## src/sv/dpm_pkg.sv

```systemverilog
// shared types, constants and helpers of the drive protection mode fsm
// no dependencies; imported by the top level and its checker

package dpm_pkg;

   // operating modes as reported on the result channel
   typedef enum logic [1:0] {
      MODE_STOP = 2'd0,
      MODE_INIT = 2'd1,
      MODE_RUN  = 2'd2,
      MODE_ERR  = 2'd3
   } mode_type;

   // configuration register indexes
   typedef enum logic [1:0] {
      CSR_OVERCURRENT = 2'd0,
      CSR_OVERVOLTAGE = 2'd1,
      CSR_OVERSPEED   = 2'd2,
      CSR_AXIS_SELECT = 2'd3
   } csr_index_type;

   localparam int unsigned ValueWidth = 16;
   localparam int unsigned ReqDataWidth = 184;   // 177 payload bits, byte padded
   localparam int unsigned RspDataWidth = 32;    // 27 payload bits, byte padded
   localparam int unsigned ErrWidth = 7;

   localparam logic [ValueWidth-1:0] LimitReset = 16'h8000;

   // switch word bits
   localparam int unsigned SwHwX  = 0;
   localparam int unsigned SwThX  = 1;
   localparam int unsigned SwHwY  = 4;
   localparam int unsigned SwThY  = 5;
   localparam int unsigned SwInit = 8;
   localparam int unsigned SwRun  = 9;
   localparam int unsigned SwOil  = 11;

   // relay word codes
   localparam logic [15:0] RelayReset = 16'h0001;
   localparam logic [15:0] RelayOil   = 16'h0002;

   // error flag codes
   localparam logic [ErrWidth-1:0] ErrFirm = 7'h01;
   localparam logic [ErrWidth-1:0] ErrOvc  = 7'h02;
   localparam logic [ErrWidth-1:0] ErrOvv  = 7'h04;
   localparam logic [ErrWidth-1:0] ErrOvs  = 7'h08;
   localparam logic [ErrWidth-1:0] ErrHw   = 7'h10;

   // exact magnitude of a signed q15 value, -32768 gives 32768
   function automatic logic [ValueWidth:0] mag16(input logic signed [ValueWidth-1:0] v);
      logic [ValueWidth:0] ext;
      ext = {v[ValueWidth-1], v};
      return v[ValueWidth-1] ? (~ext + 17'd1) : ext;
   endfunction

   // strict compare of a magnitude against an unsigned limit
   function automatic logic over_limit(input logic signed [ValueWidth-1:0] v,
                                       input logic [ValueWidth-1:0] limit);
      return mag16(v) > {1'b0, limit};
   endfunction

endpackage

```

## src/sv/drive_protection_mode_fsm_unit.sv

```systemverilog
// top level of the drive protection mode fsm: input stage, mode logic, result stage
// depends on dpm_pkg
//
// a transfer on req passes the input stage and then the result stage on its way to rsp
// throughput: one item per clock unless rsp stalls; the input stage and the result stage
//    form a two deep buffer, so one item is still taken while a finished result waits on rsp
// the mode, error latch, relay word and pwm state advance as an item leaves the input stage
// reset (synchronous, active high): mode stop, errors and relay word clear, pwm off,
//    first-tick flag set, all limits 32768, axis x, both stages empty

module drive_protection_mode_fsm_unit (
   input  logic                                clock,
   input  logic                                reset,
   // request channel
   input  logic                                req_tvalid,
   output logic                                req_tready,
   // tdata from bit 0: switch_word[15:0], firmware_fault, x_phase_u_current,
   // x_phase_w_current, x_dc_current, x_dc_voltage, x_speed, y_phase_u_current,
   // y_phase_w_current, y_dc_current, y_dc_voltage, y_speed (16 each), 7 zero bits
   input  logic [dpm_pkg::ReqDataWidth-1:0]    req_tdata,
   // result channel
   output logic                                rsp_tvalid,
   input  logic                                rsp_tready,
   // tdata from bit 0: mode[1:0], relay_word[15:0], pwm_enabled, controller_reset,
   // error_flags[6:0], 5 zero bits
   output logic [dpm_pkg::RspDataWidth-1:0]    rsp_tdata,
   // configuration write channel
   input  logic                                csr_valid,
   output logic                                csr_ready,
   input  logic [1:0]                          csr_index,
   input  logic [dpm_pkg::ValueWidth-1:0]      csr_data
);
   import dpm_pkg::*;

   // configuration registers
   logic [ValueWidth-1:0] ovc_limit_ff, ovv_limit_ff, ovs_limit_ff;
   logic                  axis_sel_ff;

   // input stage
   logic                    in_valid_ff, in_valid_in;
   logic [ReqDataWidth-1:0] in_data_ff;

   // block state
   mode_type                mode_ff, mode_in;
   logic [ErrWidth-1:0]     err_ff, err_in;
   logic [15:0]             relay_ff, relay_in;
   logic                    pwm_ff, pwm_in;
   logic                    first_ff;

   // result stage
   logic                    out_valid_ff, out_valid_in;
   logic [RspDataWidth-1:0] out_data_ff;

   logic advance;   // result stage can take a new item
   logic step;      // input stage item moves into the result stage

   // fields of the item in the input stage
   logic [15:0]              sw;
   logic                     fw_fault;
   logic signed [ValueWidth-1:0] sel_u, sel_w, sel_dci, sel_dcv, sel_spd;
   logic                     ini, run;

   // state as seen after the first-tick rule
   mode_type                mode_eff;
   logic [ErrWidth-1:0]     err_eff;
   logic                    pwm_eff;
   logic [ErrWidth-1:0]     err_chk;   // latched plus freshly detected faults
   logic                    pulse;

   assign csr_ready = 1'b1;

   // configuration writes, taken at any time
   always_ff @(posedge clock) begin
      if (reset) begin
         ovc_limit_ff <= LimitReset;
         ovv_limit_ff <= LimitReset;
         ovs_limit_ff <= LimitReset;
         axis_sel_ff  <= 1'b0;
      end else if (csr_valid) begin
         case (csr_index_type'(csr_index))
            CSR_OVERCURRENT: ovc_limit_ff <= csr_data;
            CSR_OVERVOLTAGE: ovv_limit_ff <= csr_data;
            CSR_OVERSPEED:   ovs_limit_ff <= csr_data;
            CSR_AXIS_SELECT: axis_sel_ff  <= csr_data[0];
            default:         ;
         endcase
      end
   end

   // handshake: the input stage frees up whenever its item moves on
   assign advance      = !out_valid_ff || rsp_tready;
   assign step         = in_valid_ff && advance;
   assign req_tready   = !in_valid_ff || advance;
   assign in_valid_in  = (req_tvalid && req_tready) || (in_valid_ff && !advance);
   assign out_valid_in = step || (out_valid_ff && !rsp_tready);

   always_ff @(posedge clock) begin
      if (reset) begin
         in_valid_ff  <= 1'b0;
         out_valid_ff <= 1'b0;
      end else begin
         in_valid_ff  <= in_valid_in;
         out_valid_ff <= out_valid_in;
      end
   end

   // payload registers
   always_ff @(posedge clock) begin
      if (req_tvalid && req_tready) begin
         in_data_ff <= req_tdata;
      end
      if (step) begin
         out_data_ff <= {5'd0, err_in, pulse, pwm_in, relay_in, mode_in};
      end
   end

   // field unpacking; axis select picks the measurement set
   assign sw       = in_data_ff[15:0];
   assign fw_fault = in_data_ff[16];
   assign ini      = sw[SwInit];
   assign run      = sw[SwRun];

   always_comb begin
      if (axis_sel_ff) begin
         sel_u   = in_data_ff[112:97];
         sel_w   = in_data_ff[128:113];
         sel_dci = in_data_ff[144:129];
         sel_dcv = in_data_ff[160:145];
         sel_spd = in_data_ff[176:161];
      end else begin
         sel_u   = in_data_ff[32:17];
         sel_w   = in_data_ff[48:33];
         sel_dci = in_data_ff[64:49];
         sel_dcv = in_data_ff[80:65];
         sel_spd = in_data_ff[96:81];
      end
   end

   // first tick after reset: start from stop with pwm off, a switch already on is an error
   always_comb begin
      mode_eff = mode_ff;
      err_eff  = err_ff;
      pwm_eff  = pwm_ff;
      if (first_ff) begin
         mode_eff = MODE_STOP;
         pwm_eff  = 1'b0;
         if (ini || run) begin
            err_eff  = err_ff | ErrFirm;
            mode_eff = MODE_ERR;
         end
      end
   end

   // fault detection on the selected axis
   always_comb begin
      logic hw_fault;
      hw_fault = axis_sel_ff ? (sw[SwHwY] || sw[SwThY]) : (sw[SwHwX] || sw[SwThX]);
      err_chk  = err_eff;
      if (fw_fault) err_chk = err_chk | ErrFirm;
      if (over_limit(sel_u, ovc_limit_ff) || over_limit(sel_w, ovc_limit_ff) ||
          over_limit(sel_dci, ovc_limit_ff)) begin
         err_chk = err_chk | ErrOvc;
      end
      if (over_limit(sel_dcv, ovv_limit_ff)) err_chk = err_chk | ErrOvv;
      if (over_limit(sel_spd, ovs_limit_ff)) err_chk = err_chk | ErrOvs;
      if (hw_fault) err_chk = err_chk | ErrHw;
   end

   // next mode; later rules override earlier ones
   always_comb begin
      mode_in = mode_eff;
      case (mode_eff)
         MODE_STOP: begin
            if (ini) mode_in = run ? MODE_ERR : MODE_INIT;
         end
         MODE_INIT: begin
            if (err_chk != '0) mode_in = MODE_ERR;
            if (!ini)          mode_in = MODE_STOP;
            if (run)           mode_in = MODE_RUN;
         end
         MODE_RUN: begin
            if (err_chk != '0) mode_in = MODE_ERR;
            if (!run)          mode_in = MODE_INIT;
         end
         MODE_ERR: begin
            if (!run && !ini) mode_in = MODE_STOP;
         end
         default: mode_in = MODE_STOP;
      endcase
   end

   // outputs and latched state of this tick
   always_comb begin
      err_in   = err_eff;
      relay_in = relay_ff;
      pwm_in   = pwm_eff;
      pulse    = 1'b0;
      case (mode_eff)
         MODE_STOP: begin
            if (ini) begin
               relay_in = '0;
               pwm_in   = 1'b1;
               if (run) err_in = err_eff | ErrFirm;
            end
         end
         MODE_INIT: begin
            err_in   = err_chk;
            relay_in = '0;
            if (err_chk != '0) pwm_in = 1'b0;
            if (!ini) begin
               pulse  = 1'b1;
               pwm_in = 1'b0;
            end
         end
         MODE_RUN: begin
            err_in   = err_chk;
            relay_in = sw[SwOil] ? RelayOil : '0;
            if (err_chk != '0) pwm_in = 1'b0;
         end
         MODE_ERR: begin
            // error leds show the latch; clear when both switches are off
            relay_in = {1'b0, err_eff, 8'd0};
            if (!run && !ini) begin
               pulse    = 1'b1;
               err_in   = '0;
               relay_in = RelayReset;
            end
         end
         default: ;
      endcase
   end

   always_ff @(posedge clock) begin
      if (reset) begin
         mode_ff  <= MODE_STOP;
         err_ff   <= '0;
         relay_ff <= '0;
         pwm_ff   <= 1'b0;
         first_ff <= 1'b1;
      end else if (step) begin
         mode_ff  <= mode_in;
         err_ff   <= err_in;
         relay_ff <= relay_in;
         pwm_ff   <= pwm_in;
         first_ff <= 1'b0;
      end
   end

   assign rsp_tvalid = out_valid_ff;
   assign rsp_tdata  = out_data_ff;

endmodule

```

## config.mk

```make
export PLATFORM = sky130hd
export DESIGN_NAME = drive_protection_mode_fsm_unit
export DESIGN_NICKNAME = d
export VERILOG_FILES = /design/src/sv/dpm_pkg.sv /design/src/sv/drive_protection_mode_fsm_unit.sv
export SDC_FILE = /design/constraint.sdc
export NUM_CORES = 1
export LEC_CHECK = 0
export ABC_CLOCK_PERIOD_IN_PS = 9800
export BUFFER_PORTS_ARGS = -buffer_cell sky130_fd_sc_hd__buf_4
export CAP_MARGIN = 20
export CORE_ASPECT_RATIO = 0.8
export CORE_MARGIN = 1.5
export CORE_UTILIZATION = 55
export DETAILED_ROUTE_END_ITERATION = 8
export PLACE_DENSITY = 0.79
export SLEW_MARGIN = 20
export SYNTH_ARGS = -nofsm -noshare
export SYNTH_HDL_FRONTEND = slang
export SYNTH_SLANG_ARGS = --single-unit
export TNS_END_PERCENT = 30
```

## constraint.sdc

```tcl
create_clock -name clock -period 9.8 [get_ports clock]
set_input_delay 2.94 -clock clock [delete_from_list [all_inputs] [get_ports clock]]
set_output_delay 2.94 -clock clock [all_outputs]
set_load 0.05 [all_outputs]
```

After elaboration in Yosys (flattened, before gate mapping)
Index checks and enable logic that the tools add are counted.
{"block": "totals", "reg_bits": 282, "inputBits": 207, "output_inout_bits": 35, "wordCells": 106}
{"block": "op_classes", "n_addsub": 5, "order_cmp": 5, "eq_ne": 6, "n_mux": 44, "bitwise": 5, "reduce_logical": 28}
{"cell": "16-bit 2-to-1 mux", "n": 6}
{"cell": "17-bit by 1-bit adder with 17-bit output (second input constant)", "n": 5}
{"cell": "17-bit by 16-bit > comparator with 1-bit output", "n": 5}
{"cell": "17-bit 2-to-1 mux", "n": 5}
{"cell": "17-bit inverter", "n": 5}
{"cell": "16-bit case mux with 4 select lines", "n": 1}
{"cell": "2-bit 2-to-1 mux", "n": 11}
{"cell": "7-bit case mux with 3 select lines", "n": 1}
{"cell": "15-bit 2-to-1 mux", "n": 1}
{"cell": "1-bit 2-to-1 mux", "n": 12}
{"cell": "1-bit logical OR", "n": 9}
{"cell": "2-bit == test (second input constant)", "n": 4}
{"cell": "2-bit case mux with 4 select lines", "n": 1}
{"cell": "2-bit AND reduction", "n": 4}
{"cell": "7-bit 2-to-1 mux", "n": 1}
{"cell": "7-bit nonzero test", "n": 1}
{"cell": "1-bit zero test", "n": 6}
{"cell": "1-bit logical AND", "n": 5}
{"cell": "5-bit 2-to-1 mux", "n": 1}
{"cell": "2-bit by 1-bit == test with 1-bit output (second input constant)", "n": 2}
{"cell": "2-bit zero test", "n": 2}
{"cell": "4-bit 2-to-1 mux", "n": 1}
{"cell": "3-bit 2-to-1 mux", "n": 1}
{"cell": "1-bit case mux with 3 select lines", "n": 1}
{"cell": "2 further kinds", "n": 2}

Logic depth before layout (Yosys ltp)
Gate-level depths: netlist of run 1.
{"block": "depth", "word_depth": 16, "ltp_mapped": 23, "depth_no_buf": 17}

Worst setup path after synthesis of run 1
OpenSTA, ideal clock, no wires.
{"block": "synth_timing", "path_kind": "input-to-reg", "start": "input port rsp_tready", "end": "register in_data_ff[0] (enable)", "setup_ns": 0.547, "arrival_time_ns": 7.279, "slack_ns": 1.974, "stages": 3, "cell_sequence": "nor2b_1 nand2_1 and2_1"}
{"block": "synth_between", "elab_chain_len": 3}
{"item": "start: declaration", "line_no": "drive_protection_mode_fsm_unit.sv:23", "rtl": "input logic rsp_tready,"}
{"item": "1-bit logical OR", "line_no": "drive_protection_mode_fsm_unit.sv:91", "rtl": "assign advance = !out_valid_ff || rsp_tready;"}
{"item": "1-bit logical OR", "line_no": "drive_protection_mode_fsm_unit.sv:93", "rtl": "assign req_tready = !in_valid_ff || advance;"}
{"item": "net req_tready", "line_no": "drive_protection_mode_fsm_unit.sv:16", "rtl": "output logic req_tready,"}
{"item": "1-bit logical AND", "line_no": "drive_protection_mode_fsm_unit.sv:109", "rtl": "if (req_tvalid && req_tready) begin"}
{"item": "end signal: assignment", "line_no": "drive_protection_mode_fsm_unit.sv:110", "rtl": "in_data_ff <= req_tdata;"}
{"item": "end: declaration", "line_no": "drive_protection_mode_fsm_unit.sv:41", "rtl": "logic [ReqDataWidth-1:0] in_data_ff;"}
The timed path passes the listed nets, and every way through them passes these cells.
A chain may end at the register's enable or synchronous reset.

Worst setup path in the final report of run 1
{"block": "layout_timing", "start": "input port rsp_tready", "end": "output port req_tready"}
{"block": "layout_between", "elab_chain_len": 2}
{"item": "1-bit logical OR", "line_no": "drive_protection_mode_fsm_unit.sv:91"}
{"item": "1-bit logical OR", "line_no": "drive_protection_mode_fsm_unit.sv:93"}
{"item": "end: declaration", "line_no": "drive_protection_mode_fsm_unit.sv:16"}
No other way between the ends.

==> results of run 1 <==
state kept, by name, indices dropped and copies added (netlist names):
register and cells:
ovc_limit_ff 16, pwm_ff 1, mode_ff 2, ovv_limit_ff 16
rsp_tvalid 1, in_data_ff 168, rsp_tdata 27, axis_sel_ff 1
relay_ff 16, ovs_limit_ff 16, err_ff 7, first_ff 1
in_valid_ff 1
stage by stage:
stage / hold WS (ps) / setup slack (ps) / std cells / area (um^2) / util
after floorplan: 420.9 / 1974 / 1261 / 13710 / -
after detailed placement: 437.5 / 3298 / 1754 / 15580 / 0.6392
final: 452.0 / 3296 / 1804 / 16470 / 0.6756
after CTS: 455.7 / 3297 / 1804 / 16470 / 0.6756
after global routing: 473.6 / 3248 / 1804 / 16470 / 0.6756
after global placement: 434.1 / 3337 / 1754 / 15580 / 0.6392
metal layers:
metal / wire length, um / share of wire / GRT usage
met3: 1718 / 0.055 / 0.03526
met4: 821 / 0.026 / 0.06491
met2: 14220 / 0.45 / 0.3709
met5: 0 / 0 / 0
met1: 14610 / 0.47 / 0.3343
placed cells by master (no fill, tap or decap), drive strengths merged, types with 6 or more instances in the layout:
cell	netlist	layout
and2	20	20
a21o	16	16
o32ai	20	20
nor3b	9	9
clkbuf	30	40
nand3	23	23
a22oi	6	6
o21ai	61	61
nor4	7	7
o32a	6	6
xnor2	37	37
a211oi	7	7
nand4	13	13
nand2	161	161
clkinv	0	6
mux2i	50	50
edfxtp	195	195
a22o	9	9
a21oi	99	99
o31ai	7	7
mux2	10	10
nor2	69	69
nand2b	39	39
xor2	29	29
conb	2	6
inv	52	54
dfxtp	78	78
nor2b	11	11
buf	22	227
nor3	26	26
ha	89	89
or2	6	6
cell type report:
cell class / instances / area, um^2 / share of cell area
clock inverter: 10 / 110.1 / 0.006685
inverter: 52 / 195.2 / 0.01185
sequential: 273 / 7421 / 0.4506
multi-input combinational: 884 / 5863 / 0.3560
clock buffer: 40 / 778.2 / 0.04725
tap: 318 / 397.9 / 0.02416
timing repair buffer: 227 / 1704 / 0.1035
logic make-up after synthesis:
logic type      Yosys count  synth area share
fa+ha+maj                89           0.08132
xor+xnor                 66           0.04221
flops                   273            0.5416
buf+inv                 104           0.03152
compound gates          264            0.1201
mux                      60           0.04477
simple gates            399            0.1380
other cells               2         0.0005484
power by group:
group          leakage [nW]  switching (W)  internal [W]  total, W
sequential             2.53      0.0000312       0.00130   0.00133
clock                 0.445       0.000431      0.000605   0.00104
combinational          3.25       0.000239      0.000185  0.000423
total                  6.22       0.000700       0.00209   0.00279
worst max-delay path by stage:
stage	startpoint	to	slack [ps]	cells past startpoint
5_1_grt	rsp_tready	req_tready	3250	4
6_report	rsp_tready	req_tready	3300	4
3_5_place_dp	rsp_tready	req_tready	3300	4
4_1_cts	rsp_tready	req_tready	3300	4
2_1_floorplan	rsp_tready	in_data_ff[0]$_DFFE_PP_	1970	3
3_3_place_gp	rsp_tready	req_tready	3340	4
==> Flow_metrics.wiki, run 1 <==
{| class="wikitable"
! Metric !! Value
|-
| Power density over the cells || 169.5 nW/um^2
|-
| Die extent in y || 144.1 um
|-
| HPWL Detailed || 22740 um
|-
| Insertion delay to the later sink of the worst-skew pair || approximately 540 ps
|-
| Hold-critical path endpoint || relay_ff[3]$_SDFFE_PP0P_
|-
| Row count || 51
|-
| Wirelength per Cell || 17.39 um
|-
| Layout Nets || 1761
|-
| Post-layout total power || 0.002792 W
|-
| Worst flop-to-flop path endpoint || rsp_tdata[1]$_DFFE_PP_
|-
| Number of setup buffers added after CTS || 0
|-
| Endpoint required time on the critical path || 6860 ps
|-
| Critical setup path kind || input port to output port
|-
| Most used DFF post-synth || edfxtp_1
|-
| Count of final max-slew check failures || 0
|-
| Number of cells on the worst reg-to-reg path || 18
|-
| Starting density of the core || 0.5618
|-
| Cell Area, Synth || 13690 um^2
|-
| Total overflow reported by the global router || 0
|-
| List of most frequent post-synthesis cells || 195 x edfxtp_1, 161 x nand2_1, 98 x a21oi_1, 89 x ha_1, 78 x dfxtp_1
|-
| Clock sink count || 273
|-
| Routability congestion estimate from global placement || 0.8654
|-
| Synth-to-layout area growth || 20.26%
|-
| Gate Count Post-Synth || 1257
|-
| Max-cap check violation count || 0
|-
| Post-synth ARST share || 0
|-
| Reported leakage power || slightly above 6 nW
|-
| Die Footprint || 25860 um^2
|-
| Final Hold Violating Endpoints || 0
|-
| DRC violation count after routing || 0
|-
| Total clock buffers created by CTS || 27
|-
| Cell types occupying the most area after synthesis || edfxtp_1 43%, dfxtp_1 11%, ha_1 8.1%, nand2_1 4.4%, mux2i_1 3.7%
|-
| Worst Hold Class || register to register
|-
| Depth of the CTS H-tree || 1
|-
| Share of post-route cells with drive strength above 1 || 0.1958
|-
| Largest net degree at the start of global routing || 85
|-
| Antenna-violating nets left || 0
|-
| GRT Resource Usage Total || 0.2332
|-
| Run status || completed
|-
| Clock-pin transition on the worst setup and hold timing paths || ~60 ps
|-
| 1st-pass router iterations || 5
|-
| Number of buffers added on ports || 219
|-
| Critical register-to-register path startpoint || axis_sel_ff$_SDFFE_PP0P_
|-
| CP delay by family, top || simple AND/OR/NAND/NOR gates
|-
| CP most frequent cell || buf_4
|-
| Via count of the first global-routing pass || 9453
|-
| CP cell instances || buf_4, nor2b_1, nand2_1, buf_4
|-
| Vias after detailed routing || 10071
|-
| Slowest stage cell, crit path || nor2b_1
|-
| Post-detailed-routing wire length || 31370 um
|-
| Worst IR drop on VDD || around 0.00016 V
|-
| Synth Register Bits || 273
|-
| Slew headroom || 0.3292
|-
| TritonCTS clock tree || done
|-
| Core outline area || 24380 um^2
|-
| Mapped Avg Cell Area || 10.89 um^2
|-
| Setup repair after global routing missed its margin || false
|-
| Number of antenna violations at the first check in global routing || 0
|-
| Final critical-path share of the clock period || 0.6636
|-
| Critical path data arrival time || 3560 ps
|-
| Skew final || 14.80 ps
|-
| Synthesis Warnings || 0
|-
| Slew at the pin closest to its max-slew limit || a little over 1000 ps
|-
| Total setup violations reported at the end of the flow || 0
|-
| Number of buffers on the longest clock path || 3
|-
| Sequential fraction of the synthesis area || 0.5416
|-
| Global-route wire length before repair || between 40000 and 50000 um
|-
| Cells resized by post-CTS repair || 0
|-
| Root buf cell || clkbuf_16
|-
| Biggest cell delay along the critical path || between 200 and 250 ps
|-
| Initial drt markers || around 860
|-
| Maximum fanout along the worst path || 4
|-
| Summed negative setup slack over all endpoints || 0 ps
|-
| Buffer and inverter count on the worst path || 2
|-
| Number of antenna diodes || 0
|-
| # IOs || 242
|-
| Final critical-path required period || between 6000 and 7000 ps
|-
| Die Width || 179.4 um
|-
| Synth cell types || between 50 and 60
|-
| Launch instance of the worst min-delay path || relay_ff[3]$_SDFFE_PP0P_
|-
| Capturing element type of the critical path || output port
|-
| Filler Cells Inserted || between 1500 and 2000
|-
| Hold Path Stages || 1
|-
| Startpoint type of the worst setup path || input port
|-
| Fraction of post-synthesis cell area in the top cell type by area || 0.4276
|-
| Top-count cell post-synth || edfxtp_1
|-
| Setup slack of the worst register-to-register path || 3850 ps
|-
| Max frequency || 0.1538 GHz
|-
| Count of flip-flops with a built-in enable after synthesis || just under 200
|-
| Via density per instance || 5.583
|-
| Top cell type by total area after synthesis || edfxtp_1
|-
| Post-cts hold buffer count || 0
|}
Power figures use the tool's default switching activity.
==> inputs of run 2 (changes only) <==
Settings changed: ABC_AREA set to 1, ABC_CLOCK_PERIOD_IN_PS 9800 to 6200, PLACE_DENSITY 0.79 to 0.78.
Clock period 9.8 ns to 6.2 ns, I/O delays scaled along.
==> run 2 against run 1 <==
Net effect:
- non-clock buffer count fell by 2
- critical endpoint is now rsp_tdata[0]$_DFFE_PP_
- cell count is 12% higher
- power increased by 60%
- worst hold slack gained 1.6 ps
- sequential cell count unchanged
- sequential power up 58%
- clock power rose by 45%
- synthesized cell count grew 16%
- die area increased by 2.5%
- largest cell class unchanged
==> Flow_metrics.wiki, run 2 <==
{| class="wikitable"
! Metric !! Value
|-
| Run status || completed
|-
| Number of cells on the worst reg-to-reg path || 19 (+1)
|-
| Summed negative setup slack over all endpoints || 0 ps (unchanged)
|-
| Mapped Avg Cell Area || 9.594 um^2 (-12%)
|-
| Max FFs per register || 168 (unchanged)
|-
| Initial drt markers || 729 (-16%)
|-
| Top cell type by total area after synthesis || edfxtp_1
|-
| Synth cell types || 48 (-17%)
|-
| Most used DFF post-synth || edfxtp_1
|-
| Sequential fraction of the synthesis area || 0.5281 (-0.01356)
|-
| Sequential cell area || 7421 um^2 (unchanged)
|-
| # IOs || 242 (unchanged)
|-
| Die Footprint || 26510 um^2 (+2.5%)
|-
| Total overflow reported by the global router || 0 (unchanged)
|-
| CP most frequent cell || nand2_1
|-
| Power density over the cells || 266.9 nW/um^2 (+57%)
|-
| Antenna-violating nets left || 0 (unchanged)
|-
| Share of post-route cells with drive strength above 1 || 0.1929 (-0.002907)
|-
| Area taken by multi-input logic gates || 5436 um^2 (-7.3%)
|-
| Number of buffers added on ports || 219 (unchanged)
|-
| Depth of the CTS H-tree || 1 (unchanged)
|-
| Cell types occupying the most area after synthesis || edfxtp_1 42%, dfxtp_1 11%, ha_1 7.9%, inv_1 6.7%, nand2_1 5.5%
|-
| Final Hold Violating Endpoints || 0 (unchanged)
|-
| Most common cell after layout, fill and taps aside || inv_1
|-
| Number of setup buffers added after CTS || 0 (unchanged)
|-
| Leading cell types in the layout, fill and taps excluded || 251 x inv_1, 225 x buf_4, 207 x nand2_1
|-
| Endpoint required time on the critical path || 6490 ps (-370 ps)
|-
| Synthesis Warnings || 0 (unchanged)
|-
| Biggest cell delay along the critical path || 700 ps (+490 ps)
|-
| Critical path data arrival time || 5010 ps (+1450 ps)
|-
| Gate Count Post-Synth || 1464 (+16%)
|-
| Vias after detailed routing || 10509 (+4.3%)
|-
| Slew headroom || 0.3243 (-0.004918)
|-
| Setup repair after global routing missed its margin || false
|-
| TritonCTS clock tree || done
|-
| Total setup violations reported at the end of the flow || 0 (unchanged)
|-
| Global-route wire length before repair || 50380 um (+3.8%)
|-
| Root buf cell || clkbuf_16
|-
| Final Cell Area || 16730 um^2 (+1.6%)
|-
| CP cell instances || inv_4, or2_2, o21ai_0, inv_1, nand2_1, xor2_1, inv_1, ha_1, nand2_1, nor3_1, nand3_1, nand2_1, nand2_1, nor2_1, nand3_1, nand2_1, nand2_1, nand2_1, inv_1
|-
| Synth-to-layout area growth || 19.13%
|-
| Synth Register Bits || 273 (unchanged)
|-
| Cells resized by post-CTS repair || 0 (unchanged)
|-
| 1st-pass router iterations || 5 (unchanged)
|-
| Slew at the pin closest to its max-slew limit || 1003 ps (-3.224 ps)
|-
| Worst Hold Class || register to register
|-
| Die extent in y || 145.9 um (+1.2%)
|-
| Max frequency || 0.2118 GHz
|-
| Skew final || 11.26 ps (-3.540 ps)
|-
| Via density per instance || 5.205 (-6.8%)
|-
| Clock sink count || 273 (unchanged)
|-
| Pre-CTS setup slack || 1519 ps (-1779 ps)
|-
| Startpoint type of the worst setup path || register
|-
| Capturing element type of the critical path || register
|-
| Number of buffers on the longest clock path || 3 (unchanged)
|-
| Cell Area, Synth || 14050 um^2 (+2.6%)
|-
| Largest net degree at the start of global routing || 82 (-3.5%)
|-
| Number of antenna diodes || 0 (unchanged)
|-
| Post-detailed-routing wire length || 31780 um (+1.3%)
|-
| Number of placed instances with taps included || 1971 (+12%)
|-
| Total clock buffers created by CTS || 27 (unchanged)
|-
| GRT Resource Usage Total || 0.2389 (+0.005726)
|-
| DRC violation count after routing || 0 (unchanged)
|-
| Setup slack of the worst register-to-register path || 1480 ps (-2370 ps)
|-
| Post-synth ARST share || 0 (unchanged)
|-
| Routability congestion estimate from global placement || 0.8932 (+3.2%)
|-
| Wirelength per Cell || 15.74 um (-9.5%)
|-
| Post-cts hold buffer count || 0 (unchanged)
|-
| Via count of the first global-routing pass || 10228 (+8.2%)
|-
| Row count || 52 (+2.0%)
|-
| HPWL Detailed || 23760 um (+4.5%)
|-
| Core outline area || 25180 um^2 (+3.3%)
|-
| Insertion delay to the later sink of the worst-skew pair || 530 ps (about the same)
|-
| Slowest stage cell, crit path || dfxtp_4
|-
| Top-count cell post-synth || inv_1
|-
| Top register by number of flip-flops || in_data_ff
|-
| List of most frequent post-synthesis cells || 252 x inv_1, 207 x nand2_1, 195 x edfxtp_1, 107 x nor2_1, 103 x o21ai_0
|-
| Clock-pin transition on the worst setup and hold timing paths || 60 ps (about the same)
|-
| Critical setup path kind || register to register
|-
| Final critical-path required period || approximately 4700 ps
|-
| Starting density of the core || 0.5578 (-0.003959)
|-
| Worst IR drop on VDD || 0.0001773 V (+13%)
|-
| Count of flip-flops with a built-in enable after synthesis || 195 (unchanged)
|-
| Final critical-path share of the clock period || 0.7614
|-
| Count of final max-slew check failures || 0 (unchanged)
|-
| Layout Nets || 1972 (+12%)
|-
| Max-cap check violation count || 0 (unchanged)
|-
| Maximum fanout along the worst path || 44 (+40)
|-
| Reported leakage power || 7.404 nW (+19%)
|-
| Hold Path Stages || 2 (+1)
|-
| Fraction of post-synthesis cell area in the top cell type by area || 0.4169 (-0.01070)
|-
| Crit path setup slack, layout || 1479 ps (-1817 ps)
|-
| Number of antenna violations at the first check in global routing || 0 (unchanged)
|-
| Placed instance area || 15920 um^2 (+2.2%)
|-
| Filler Cells Inserted || 1995 (+9.2%)
|-
| Die Width || 181.7 um (+1.3%)
|-
| Final cell count without fillers || 2019 (+12%)
|}
run 2: changes by cell type in the layout (fill, tap and decap cells not counted), sizes merged, moves of 16 or more:
cell	previous run	this run
xnor2	37	9
nand3	23	53
nor2	69	109
xor2	29	54
nand2	161	208
and2	20	0
nand2b	39	0
o32ai	20	4
o21ai	61	125
or2	6	43
inv	54	257
run 2: layout make-up:
type | instances | area share
inverters | 257 | 0.05810
well taps | 324 | 0.02423
flip-flops and latches | 273 | 0.4435
clock inverters | 17 | 0.007029
clock buffers | 31 | 0.04128
repair buffers | 225 | 0.1009
multi-input cells | 892 | 0.3249
run 2: metal layers:
layer  global-route usage  share of wire  wire length (um)  vias up
met1               0.3399           0.47             14830     4850
met3              0.03529          0.070              2240       53
li1                     -              -                 -     5264
met5                    0              0                 0        -
met2               0.3848           0.44             13940      342
met4              0.06292          0.024               767        0
run 2: worst paths after layout:
path / startpoint / endpoint
min reg2reg: relay_ff[6]$_SDFFE_PP0P_ / relay_ff[6]$_SDFFE_PP0P_
max reg2reg: axis_sel_ff$_SDFFE_PP0P_ / rsp_tdata[0]$_DFFE_PP_
min: relay_ff[6]$_SDFFE_PP0P_ / relay_ff[6]$_SDFFE_PP0P_
max: axis_sel_ff$_SDFFE_PP0P_ / rsp_tdata[0]$_DFFE_PP_
run 2: where the power goes:
part	leakage (nW)	switching, W	internal, W
sequential	2.53	0.0000345	0.00207
combinational	4.48	0.000522	0.000332
clock	0.391	0.000668	0.000839
run 2: per-stage QoR:
step                  util  power (W)  hold WS (ps)
global placement    0.6324   0.002950         440.6
detailed placement  0.6324   0.002988         445.2
finish              0.6645   0.004465         453.6
floorplan                -   0.002726         428.9
global route        0.6645   0.004687         468.9
CTS                 0.6645   0.004489         455.2
run 2: cell families (layout without fill, tap and decap cells):
kind of cell	after synthesis	count (layout)	synth area share
buffers and inverters	303	530	0.08596
and+or+nand+nor	446	446	0.1413
xor gates and xnor gates	63	63	0.03928
other	2	6	0.0005347
adders and majority gates	89	89	0.07928
AOI/OAI and AO/OA	250	250	0.09799
DFF	273	273	0.5281
muxes	38	38	0.02762
run 2: worst max-delay path: cells and delay by family, from the launching register on:
family	cells	cell delay, ps
AND/OR/NAND/NOR	12	2040
buffers and inverters	4	880
flip-flops	1	700
AO/OA/AOI/OAI	1	380
adder cells (fa/ha/maj)	1	290
XOR/XNOR	1	150
